**config.mk**
```make
export PLATFORM = sky130hd
export DESIGN_NAME = lap_and_sector_timer
export DESIGN_NICKNAME = d
export VERILOG_FILES = /design/src/rtl/core/lst_pkg.sv /design/src/rtl/core/lst_core.sv /design/src/rtl/core/lst_outq.sv /design/src/rtl/core/lap_and_sector_timer.sv
export SDC_FILE = /design/constraint.sdc
export NUM_CORES = 1
export LEC_CHECK = 0
export BUFFER_PORTS_ARGS = -buffer_cell sky130_fd_sc_hd__buf_4
export CAP_MARGIN = 20
export CORE_MARGIN = 4
export CORE_UTILIZATION = 55
export CTS_CLUSTER_SIZE = 12
export DETAILED_ROUTE_END_ITERATION = 16
export HOLD_SLACK_MARGIN = 0.02
export PLACE_DENSITY = 0.8
export SYNTH_ARGS = -nofsm -noshare
export SYNTH_HDL_FRONTEND = slang
export SYNTH_SLANG_ARGS = --single-unit
```
**constraint.sdc**
```tcl
create_clock -name clk -period 3.1 [get_ports clk]
set_input_delay 0.465 -clock clk [delete_from_list [all_inputs] [get_ports clk]]
set_output_delay 0.465 -clock clk [all_outputs]
set_load 0.01 [all_outputs]
```
**src/rtl/core/lst_pkg.sv**
```systemverilog
// lap and sector timer package: item types, operation and result codes,
// command characters and default settings. no dependencies.
package lst_pkg;

  localparam int DEF_COUNT_WIDTH = 24;
  localparam int TIME_W          = 24;
  localparam int LOCK_W          = 16;
  localparam int KIND_W          = 3;
  localparam logic [LOCK_W-1:0] LOCKOUT_RESET = 16'd200;

  // input operations
  localparam logic [1:0] OP_TICK  = 2'd0;
  localparam logic [1:0] OP_CMD   = 2'd1;
  localparam logic [1:0] OP_GATE1 = 2'd2;
  localparam logic [1:0] OP_GATE2 = 2'd3;

  // result kinds
  localparam logic [KIND_W-1:0] KIND_STATUS  = 3'd0;
  localparam logic [KIND_W-1:0] KIND_ACK     = 3'd1;
  localparam logic [KIND_W-1:0] KIND_LAP     = 3'd2;
  localparam logic [KIND_W-1:0] KIND_SECTOR1 = 3'd3;
  localparam logic [KIND_W-1:0] KIND_SECTOR2 = 3'd4;

  // command characters
  localparam logic [7:0] CMD_PING  = 8'h72;  // r
  localparam logic [7:0] CMD_START = 8'h73;  // s
  localparam logic [7:0] CMD_STOP  = 8'h70;  // p
  localparam logic [7:0] CMD_ONE   = 8'h31;  // 1
  localparam logic [7:0] CMD_TWO   = 8'h32;  // 2
  localparam logic [7:0] CMD_BEST  = 8'h62;  // b

  typedef struct packed {
    logic [1:0] op;
    logic [7:0] cmd_byte;
  } in_item_t;

  typedef struct packed {
    logic [KIND_W-1:0] kind;
    logic [TIME_W-1:0] time_ticks;
    logic              is_best;
    logic              laser_one;
    logic              laser_two;
    logic              last;
  } out_item_t;

  // results produced by one accepted item
  typedef struct packed {
    logic [1:0] count;
    out_item_t  first;
    out_item_t  second;
  } lst_push_t;

endpackage

```
**src/rtl/core/lst_core.sv**
```systemverilog
// lap and sector timer core: flags, tick counters and bests, updated once
// per accepted item, with the results of that item. depends on lst_pkg.
module lst_core
  import lst_pkg::*;
#(
  parameter int COUNT_WIDTH = DEF_COUNT_WIDTH
) (
  input  logic              clk,
  input  logic              rst,
  input  logic              fire,
  input  in_item_t          item,
  input  logic [LOCK_W-1:0] lockout,
  output lst_push_t         push
);

  localparam int WIDE_W = (COUNT_WIDTH > TIME_W) ? COUNT_WIDTH : TIME_W;
  localparam int CMP_W  = (COUNT_WIDTH > LOCK_W) ? COUNT_WIDTH : LOCK_W;

  typedef logic [COUNT_WIDTH-1:0] cnt_t;

  logic enabled, started, sector_mode;
  logic gate_one_enabled, gate_two_enabled, gate_one_armed, gate_two_armed;
  cnt_t lap_count, sector_one_count, sector_two_count;
  cnt_t best_lap, best_sector_one, best_sector_two;

  logic enabled_next, started_next, sector_mode_next;
  logic gate_one_enabled_next, gate_two_enabled_next;
  logic gate_one_armed_next, gate_two_armed_next;
  cnt_t lap_count_next, sector_one_count_next, sector_two_count_next;
  cnt_t best_lap_next, best_sector_one_next, best_sector_two_next;
  lst_push_t res;

  function automatic cnt_t sat_inc(input cnt_t v);
    return (v == '1) ? v : v + cnt_t'(1);
  endfunction

  function automatic logic [TIME_W-1:0] clamp(input cnt_t v);
    logic [WIDE_W-1:0] w;
    w = WIDE_W'(v);
    return (w > WIDE_W'({TIME_W{1'b1}})) ? {TIME_W{1'b1}} : w[TIME_W-1:0];
  endfunction

  function automatic logic new_best(input cnt_t t, input cnt_t best);
    return (best == '0) || (t < best);
  endfunction

  always_comb begin
    out_item_t r;
    logic      nb;
    cnt_t      lap_inc;

    enabled_next          = enabled;
    started_next          = started;
    sector_mode_next      = sector_mode;
    gate_one_enabled_next = gate_one_enabled;
    gate_two_enabled_next = gate_two_enabled;
    gate_one_armed_next   = gate_one_armed;
    gate_two_armed_next   = gate_two_armed;
    lap_count_next        = lap_count;
    sector_one_count_next = sector_one_count;
    sector_two_count_next = sector_two_count;
    best_lap_next         = best_lap;
    best_sector_one_next  = best_sector_one;
    best_sector_two_next  = best_sector_two;
    lap_inc               = sat_inc(lap_count);
    nb                    = 1'b0;

    r = '0;
    r.laser_one = gate_one_enabled;
    r.laser_two = gate_two_enabled;
    r.last      = 1'b1;
    res        = '0;
    res.first  = r;
    res.second = r;

    case (item.op)
      OP_TICK: begin
        if (started) begin
          lap_count_next = lap_inc;
          if (gate_one_armed) sector_two_count_next = sat_inc(sector_two_count);
          if (gate_two_armed) sector_one_count_next = sat_inc(sector_one_count);
          if (!gate_one_armed && !sector_mode &&
              (CMP_W'(lap_inc) > CMP_W'(lockout))) begin
            gate_one_armed_next = 1'b1;
          end
        end
      end
      OP_CMD: begin
        if (item.cmd_byte == CMD_PING) begin
          res.first.kind = KIND_ACK;
        end else begin
          if (item.cmd_byte == CMD_START && !enabled) begin
            enabled_next          = 1'b1;
            gate_one_enabled_next = 1'b1;
            gate_one_armed_next   = 1'b1;
            gate_two_enabled_next = sector_mode;
            gate_two_armed_next   = 1'b0;
          end else if (item.cmd_byte == CMD_STOP && enabled) begin
            enabled_next          = 1'b0;
            started_next          = 1'b0;
            gate_one_enabled_next = 1'b0;
            gate_one_armed_next   = 1'b0;
            gate_two_enabled_next = 1'b0;
            gate_two_armed_next   = 1'b0;
          end else if (item.cmd_byte == CMD_ONE && !enabled) begin
            sector_mode_next = 1'b0;
          end else if (item.cmd_byte == CMD_TWO && !enabled) begin
            sector_mode_next = 1'b1;
          end else if (item.cmd_byte == CMD_BEST && !enabled) begin
            best_lap_next        = '0;
            best_sector_one_next = '0;
            best_sector_two_next = '0;
          end
          // status carries the laser levels after the command
          res.first.kind      = KIND_STATUS;
          res.first.laser_one = gate_one_enabled_next;
          res.first.laser_two = gate_two_enabled_next;
        end
        res.count = 2'd1;
      end
      OP_GATE1: begin
        if (gate_one_enabled && gate_one_armed) begin
          if (started) begin
            if (gate_two_enabled) begin
              nb = new_best(sector_two_count, best_sector_two);
              if (nb) best_sector_two_next = sector_two_count;
              res.first.kind       = KIND_SECTOR2;
              res.first.time_ticks = clamp(sector_two_count);
              res.first.is_best    = nb;
              res.first.last       = 1'b0;
              sector_one_count_next = '0;
              gate_two_armed_next   = 1'b1;
              nb = new_best(lap_count, best_lap);
              if (nb) best_lap_next = lap_count;
              res.second.kind       = KIND_LAP;
              res.second.time_ticks = clamp(lap_count);
              res.second.is_best    = nb;
              res.count = 2'd2;
            end else begin
              nb = new_best(lap_count, best_lap);
              if (nb) best_lap_next = lap_count;
              res.first.kind       = KIND_LAP;
              res.first.time_ticks = clamp(lap_count);
              res.first.is_best    = nb;
              res.count = 2'd1;
            end
            lap_count_next = '0;
          end else begin
            // first crossing only starts timing
            lap_count_next        = '0;
            sector_one_count_next = '0;
            started_next          = 1'b1;
            if (gate_two_enabled) gate_two_armed_next = 1'b1;
          end
          gate_one_armed_next = 1'b0;
        end
      end
      default: begin
        if (started && gate_two_enabled && gate_two_armed) begin
          nb = new_best(sector_one_count, best_sector_one);
          if (nb) best_sector_one_next = sector_one_count;
          res.first.kind       = KIND_SECTOR1;
          res.first.time_ticks = clamp(sector_one_count);
          res.first.is_best    = nb;
          res.count = 2'd1;
          sector_two_count_next = '0;
          gate_one_armed_next   = 1'b1;
          gate_two_armed_next   = 1'b0;
        end
      end
    endcase
  end

  assign push = fire ? res : '0;

  always_ff @(posedge clk) begin
    if (rst) begin
      enabled          <= 1'b0;
      started          <= 1'b0;
      sector_mode      <= 1'b0;
      gate_one_enabled <= 1'b0;
      gate_two_enabled <= 1'b0;
      gate_one_armed   <= 1'b0;
      gate_two_armed   <= 1'b0;
      lap_count        <= '0;
      sector_one_count <= '0;
      sector_two_count <= '0;
      best_lap         <= '0;
      best_sector_one  <= '0;
      best_sector_two  <= '0;
    end else if (fire) begin
      enabled          <= enabled_next;
      started          <= started_next;
      sector_mode      <= sector_mode_next;
      gate_one_enabled <= gate_one_enabled_next;
      gate_two_enabled <= gate_two_enabled_next;
      gate_one_armed   <= gate_one_armed_next;
      gate_two_armed   <= gate_two_armed_next;
      lap_count        <= lap_count_next;
      sector_one_count <= sector_one_count_next;
      sector_two_count <= sector_two_count_next;
      best_lap         <= best_lap_next;
      best_sector_one  <= best_sector_one_next;
      best_sector_two  <= best_sector_two_next;
    end
  end

endmodule

```
**src/rtl/core/lst_outq.sv**
```systemverilog
// lap and sector timer result queue: four registered entries, takes up to
// two results per cycle, hands out one per ready cycle. depends on lst_pkg.
module lst_outq
  import lst_pkg::*;
(
  input  logic      clk,
  input  logic      rst,
  input  lst_push_t push,
  output logic      room,
  output logic      out_valid,
  input  logic      out_ready,
  output out_item_t out_item
);

  out_item_t  entries [4];
  logic [1:0] wr_ptr, rd_ptr;
  logic [2:0] count;
  logic       pop;

  assign pop       = out_valid && out_ready;
  assign out_valid = (count != 3'd0);
  assign out_item  = entries[rd_ptr];
  // space for the worst case of two results
  assign room      = (count <= 3'd2);

  always_ff @(posedge clk) begin
    if (push.count != 2'd0) entries[wr_ptr] <= push.first;
    if (push.count == 2'd2) entries[wr_ptr + 2'd1] <= push.second;
  end

  always_ff @(posedge clk) begin
    if (rst) begin
      wr_ptr <= '0;
      rd_ptr <= '0;
      count  <= '0;
    end else begin
      wr_ptr <= wr_ptr + push.count;
      if (pop) rd_ptr <= rd_ptr + 2'd1;
      count <= count + 3'(push.count) - 3'(pop);
    end
  end

endmodule

```
**src/rtl/core/lap_and_sector_timer.sv**
```systemverilog
// lap and sector timer top level: apb register for the lockout, core state
// and result queue. depends on lst_pkg, lst_core, lst_outq.
// results of an item are registered in the queue when it is accepted.
// throughput: one item per cycle while in_ready; a two-gate lap gives two
// results, sector two then lap. the four-entry queue sets input ready:
// ready while it holds two results or fewer, independent of out_ready.
// reset (synchronous): clears flags, counters, bests and queue; lockout 200.
module lap_and_sector_timer
  import lst_pkg::*;
#(
  parameter int COUNT_WIDTH = DEF_COUNT_WIDTH
) (
  input  logic        clk,
  input  logic        rst,
  input  logic        psel,
  input  logic        penable,
  input  logic        pwrite,
  input  logic [2:0]  paddr,
  input  logic [31:0] pwdata,
  output logic [31:0] prdata,
  output logic        pready,
  input  logic        in_valid,
  output logic        in_ready,
  input  in_item_t    in_item,
  output logic        out_valid,
  input  logic        out_ready,
  output out_item_t   out_item
);

  logic [LOCK_W-1:0] lockout;
  logic              sel_lockout;
  lst_push_t         push;
  logic              fire;

  assign pready      = 1'b1;
  assign sel_lockout = (paddr[2] == 1'b0);
  assign prdata      = sel_lockout ? 32'(lockout) : '0;
  assign fire        = in_valid && in_ready;

  always_ff @(posedge clk) begin
    if (rst) begin
      lockout <= LOCKOUT_RESET;
    end else if (psel && penable && pwrite && pready && sel_lockout) begin
      lockout <= pwdata[LOCK_W-1:0];
    end
  end

  lst_core #(
    .COUNT_WIDTH(COUNT_WIDTH)
  ) u_core (
    .clk    (clk),
    .rst    (rst),
    .fire   (fire),
    .item   (in_item),
    .lockout(lockout),
    .push   (push)
  );

  lst_outq u_outq (
    .clk      (clk),
    .rst      (rst),
    .push     (push),
    .room     (in_ready),
    .out_valid(out_valid),
    .out_ready(out_ready),
    .out_item (out_item)
  );

endmodule

```
# [After elaboration in Yosys (flattened, before gate mapping)]
# Memory sizes are Yosys's and may differ from the RTL's. A register that Yosys moved wholly into a read port is not among the register bits.
# Cells that the tools add are included.
[totals] ff_bits=174 word_cells=206 out_inout_bits=66 inputBits=52 mem_count=1 ram_bits=124
[classes] n_lt_le_gt_ge=8 n_mux=82 eq_ne=32 add_sub_neg=8 bitwise_logic=7 n_reduce_logical=51
[memory_table] memory="u_outq.entries" depth=4 word_bits=31 rd=1 rd_ports_with_merged_regs=1 write_ports=2 line_no="lst_outq.sv:15" rtl="out_item_t entries [4];"
[ops] op="$mux W24" count=31
[ops] op="$pmux W24 S2" count=6
[ops] op="$mux W29" count=5
[ops] op="$mux W30" count=3
[ops] op="$add A24 B1 Y24 const B" count=3
[ops] op="$eq A24 B24 Y1 const B" count=3
[ops] op="$gt A24 B24 Y1 const B" count=3
[ops] op="$logic_not A24 Y1" count=3
[ops] op="$lt A24 B24 Y1" count=3
[ops] op="$mux W64" count=1
[ops] op="$pmux W25 S2" count=1
[ops] op="$eq A8 B7 Y1 const B" count=4
[ops] op="$mux W1" count=26
[ops] op="$gt A24 B16 Y1" count=1
[ops] op="$ne A2 B1 Y1 const B" count=11
[ops] op="$reduce_and A7 Y1" count=3
[ops] op="$reduce_and A6 Y1" count=3
[ops] op="$eq A8 B6 Y1 const B" count=2
[ops] op="$mux W16" count=1
[ops] op="$reduce_bool A2 Y1" count=8
[ops] op="$logic_and A1 B1 Y1" count=15
[ops] op="$pmux W5 S3" count=1
[ops] op="$ne A2 B2 Y1 const B" count=7
[ops] op="$reduce_and A12 Y1" count=1
[ops] op="23 further kinds" count=43

# [Depth between registers and ports, before layout]
[logic_depth] depth_word=10 mapped_depth=15 ltp_nobuf=14

# [Modules after synthesis]
# Synthesis repeated with hierarchy kept, for this count alone.
[hier_totals] hier_cells=1660 area_unflattened_um2=17377.9
[modules_own_cells] module="lst_core" area_each_um2=9751.9 n_inst=1 seq_area_each_um2=3022.9 cells_per_inst=1204
[modules_own_cells] module="lst_outq" area_each_um2=6647.6 n_inst=1 seq_area_each_um2=3903.7 cells_per_inst=349
[modules_own_cells] module="lap_and_sector_timer" area_each_um2=978.4 n_inst=1 seq_area_each_um2=320.3 cells_per_inst=107

# [Worst setup path after synthesis]
# OpenSTA, ideal clock, no wires.
[synth_path] kind="reg2reg" start="register u_core.lap_count[9]" end="register u_core.gate_one_armed" path_stages_with_launch=15 n_path_buf=2 arrival_ns=3.325 slack_ns=-0.349 setup_ns=0.124 cell_sequence="dfxtp_1 > buf_4 > nand4_2 > nor3_1 > a31oi_1 > clkbuf_1 > and4bb_2 > xor2_1 > ha_1 > nand4_1 > or4_1 > or2_2 > a22oi_1 > a41oi_1 > mux2i_1"
[synth_between] elab_chain_cells=6 elab_cells_between_ends=7
[synth_lines] item="start: declaration" line_no="lst_core.sv:23" rtl="cnt_t lap_count, sector_one_count, sector_two_count;"
[synth_lines] item="start signal: assignment" line_no="lst_core.sv:199" rtl="lap_count <= lap_count_next;"
[synth_lines] item="$add A24 B1 Y24 / $eq A24 B24 Y1 (equally long branches)" line_no="lst_core.sv:34" rtl="return (v == '1) ? v : v + cnt_t'(1);"
[synth_lines] item="$mux W24 *" line_no="lst_core.sv:34"
[synth_lines] item="$gt A24 B16 Y1 *" line_no="lst_core.sv:83" rtl="(CMP_W'(lap_inc) > CMP_W'(lockout))) begin"
[synth_lines] item="$logic_and A1 B1 Y1 *" line_no="lst_core.sv:82" rtl="if (!gate_one_armed && !sector_mode &&"
[synth_lines] item="$ne A2 B1 Y1 (no line) *"
[synth_lines] item="$reduce_and A7 Y1 (no line) *"
[synth_lines] item="end signal: assignment" line_no="lst_core.sv:197" rtl="gate_one_armed <= gate_one_armed_next;"
[synth_lines] item="end: declaration" line_no="lst_core.sv:22" rtl="logic gate_one_enabled, gate_two_enabled, gate_one_armed, gate_two_armed;"
# Mark *: on every way between the ends. The rest lies on a longest branch, timed or not.
# A chain may end at the register's enable or synchronous reset.

# [Final worst setup path]
[layout_path] start="register u_core.lap_count[6]" end="register u_core.gate_one_armed"
# Same word-level chain as after synthesis.

==> results.toml <==
[run_status]
status = "complete, but fails checks"
violations = "negative setup slack"

[worst_setup_path]
cp_slowest_cell = "or4_4"
path_cells = "nand4_4 > nor3_4 > buf_6 > a21o_4 > buf_4 > nor2_2 > xor2_1 > ha_1 > nand4_1 > or4_4 > or2_4 > a22oi_2 > a41oi_2 > mux2i_1"
cp-endpoint = "u_core.gate_one_armed$_SDFFE_PP0P_"
regToRegSetupSlack_ns = -0.002
worstPathArrival_ns = 3.49
crit_required_ns = 3.49
critPathCaptureType = "flip-flop"
path_class = "reg -> reg"
worstPathMaxFanout = 6
critPathMaxStageDelay_ns = 0.50
setup.worst_path.start = "u_core.lap_count[6]$_SDFFE_PP0P_"
timing.rr.start = "u_core.lap_count[6]$_SDFFE_PP0P_"
reg2reg_to = "u_core.gate_one_armed$_SDFFE_PP0P_"
reg2reg_depth = 14
startpoint_type = "flip-flop"

[route]
drtIter0Drc = 2049
drc = 0
postRouteAntennaNets = 0
drt-met1-wl_mm = 19.8
dr.max_layer_used = "met4"
avgViaCountPerCell = 6.38
firstDrtPassIters = 6
routed-wl-met2_mm = 23.1
vias = 14800
wire_per_inst_um = 21.4
met3WireLength_mm = 4.61
wirelength_mm = 49.5

[synthesis]
syn-cell-area_um2 = 16900
yosys_warnings = 0
synth_edf_count = 116
synth_area_per_cell_um2 = 9.60
synth.yosys.seq_area_share_pct = 42.5
syn-instance-count = 1757
yosysUniqueCellTypes = 78
ys.flop_type = "dfxtp_1"
ys_ff_latch = 300
async_flop_share_pct = 0

[grt]
grt_use_total_pct = 28.5
grt_pass1_wl_mm = 77.4
grt_pass1_vias = 14300
grt-ovfl-total = 0
grt_max_degree = 57
antenna_found_initial = 0

[hold_path]
hold_class = "in -> reg"

[sta]
slew_headroom_pct = 51.8
fin_crit_sh_pct = 100
rsz0062_at_grt = "true"
setup_viol = 1
finalHoldViolations = 0
slew_viol_final = 0
fin_skew_ns = 0.0209
fin_ws_ns = -0.00172
period_needed_ns = 3.10
worst_pin_slew_ns = 0.714
fmax_mhz = 322

[floorplan]
die_area_um2 = 33500
core_um2 = 30000
die_x_um = 183
num_rows = 63
initial_core_util_pct = 56.3
ios = 118
fp.dieH_um = 183

[finish]
fillCellCount = 2226
layout_common_cells = "217 x buf_4, 177 x nor2_1, 175 x dfxtp_1, 140 x a22o_1, 121 x nand2_1"
final_util_pct = 66.2
finalNonFillerCells = 2314
final_common_cell = "buf_4"
antenna_cells = 0
syn_to_final_growth_pct = 17.6
num-nets-final = 2049
drive_above_1_share_pct = 18.8

[clocking]
cts_hold_buf = 0
clk_pin_slew_ns = 0.06
clock_path_buffers = 3
cts_tree = "built"
cts_htree_levels = 2
numCtsBuffers = 34
clockRootBuffer = "clkbuf_16"
cts_sinks = 300
clock_latency_ns = 0.53

[power_and_ir_drop]
p_leak_nw = 7.51
peakVddDrop_mv = 0.321
p_per_area_nw_per_um2 = 476

[placed_design]
gp_congestion = 0.981
pre_cts_ws_ns = -0.168
placedCellCount = 2247
port_buffers = 82
dp_hpwl_mm = 34.2

[run]
max_cap_viol_count = 0
kinds of logic after synthesis:
kind of cell / count (synthesis) / synth area share (%)
and+or+nand+nor: 576 / 17.2
AOI/OAI and AO/OA: 437 / 18.8
DFF: 300 / 42.5
buffers and inverters: 240 / 6.16
adders and majority gates: 97 / 7.24
xor gates and xnor gates: 66 / 3.43
muxes: 39 / 4.64
other: 2 / 0.0445
power by group:
part	internal, mW	switching [mW]
Combinational	0.622	0.685
Sequential	4.16	0.0662
Clock	2.30	1.61
synth_stat cells, types with 6 or more instances:
library cell,instances,share of area (%)
buf_1,9,0.20
or3_1,12,0.45
nor4_1,23,0.85
xnor2_1,20,1.0
a211oi_1,12,0.53
a21o_1,12,0.53
a22oi_1,33,1.5
clkbuf_1,75,1.7
a21oi_1,98,2.9
mux4_2,31,4.1
xor2_1,46,2.4
edfxtp_1,116,21
nand3_1,57,1.7
nand4_1,38,1.4
nand2b_1,35,1.3
dfxtp_1,184,22
nor2b_1,11,0.41
nor3_1,16,0.47
nor2_1,178,4.0
a22o_1,140,7.3
and3_1,19,0.70
o2bb2ai_1,24,1.2
nand2_1,121,2.7
buf_4,24,1.1
and4_1,12,0.62
or4_1,6,0.27
inv_1,103,2.3
a31oi_1,12,0.45
and2_1,17,0.63
o21ai_0,46,1.4
buf_2,26,0.77
ha_1,96,7.1
worst min-delay path by stage:
stage                                  startpoint                                 end  cells after the start
2_1_floorplan  u_outq.entries[0][28]$_SDFFE_PP0P_  u_outq.entries[0][28]$_SDFFE_PP0P_                      2
3_3_place_gp             lockout[10]$_SDFFE_PP0P_            lockout[10]$_SDFFE_PP0P_                      2
3_5_place_dp              lockout[4]$_SDFFE_PP0P_             lockout[4]$_SDFFE_PP0P_                      2
4_1_cts                                 pwdata[3]             lockout[3]$_SDFFE_PP1P_                      2
5_1_grt                                 pwdata[3]             lockout[3]$_SDFFE_PP1P_                      2
6_report                                pwdata[3]             lockout[3]$_SDFFE_PP1P_                      2
metal layers:
metal / up-vias / track usage [%]
met1: 7048 / 38.6
met5: - / 0
li1: 6739 / -
met3: 144 / 3.99
met2: 835 / 46.8
met4: 0 / 11.1
metrics by stage:
| step | power [mW] | setup TNS (ns) | hold WS (ns) | cell area [um^2] |
|---|---|---|---|---|
| 2_1_floorplan | 5.10 | -0.106 | 0.431 | 17000 |
| 3_3_place_gp | 5.59 | -0.127 | 0.442 | 18600 |
| 3_5_place_dp | 5.61 | -0.168 | 0.447 | 18600 |
| 4_1_cts | 9.47 | 0 | 0.153 | 19800 |
| 5_1_grt | 9.74 | -0.155 | 0.164 | 19800 |
| 6_report | 9.44 | -0.00172 | 0.156 | 19800 |
worst max-delay path, delay by kind of cell, from the launching register on:
| family | cells | cell delay, ns |
|---|---|---|
| AOI/OAI and AO/OA | 3 | 0.41 |
| and+or+nand+nor | 6 | 1.27 |
| xor gates and xnor gates | 1 | 0.15 |
| DFF | 1 | 0.39 |
| buffers and inverters | 2 | 0.29 |
| adders and majority gates | 1 | 0.31 |
| muxes | 1 | 0.14 |
area by class of cell:
class / instances / area, um^2 / area share (%)
multi-input cells: 1232 / 8870 / 44.7
clock buffers: 50 / 952 / 4.80
repair buffers: 228 / 1830 / 9.24
inverters: 104 / 390 / 1.97
clock inverters: 10 / 118 / 0.593
flip-flops and latches: 300 / 7180 / 36.2
well taps: 390 / 488 / 2.46
timing repair:
action	4_1_cts	5_1_grt
endpoints found under the hold margin	0	0
resized for setup	16	9
setup buffers	5	2
pin swaps	16	9
endpoints found under the setup margin	1	5
flip-flops by register name (all words and copies together), names as in the netlist, named ones only:
register / cells
u_outq.entries: 124
u_core.best_lap: 24
u_core.best_sector_one: 24
u_core.best_sector_two: 24
u_core.lap_count: 24
u_core.sector_one_count: 24
u_core.sector_two_count: 24
lockout: 16
u_outq.count: 3
u_outq.rd_ptr: 2
u_outq.wr_ptr: 2
u_core.enabled: 1
u_core.gate_one_armed: 1
u_core.gate_one_enabled: 1
u_core.gate_two_armed: 1
u_core.gate_two_enabled: 1
u_core.sector_mode: 1
u_core.started: 1
No activity file was read; power rests on OpenSTA's default activity.
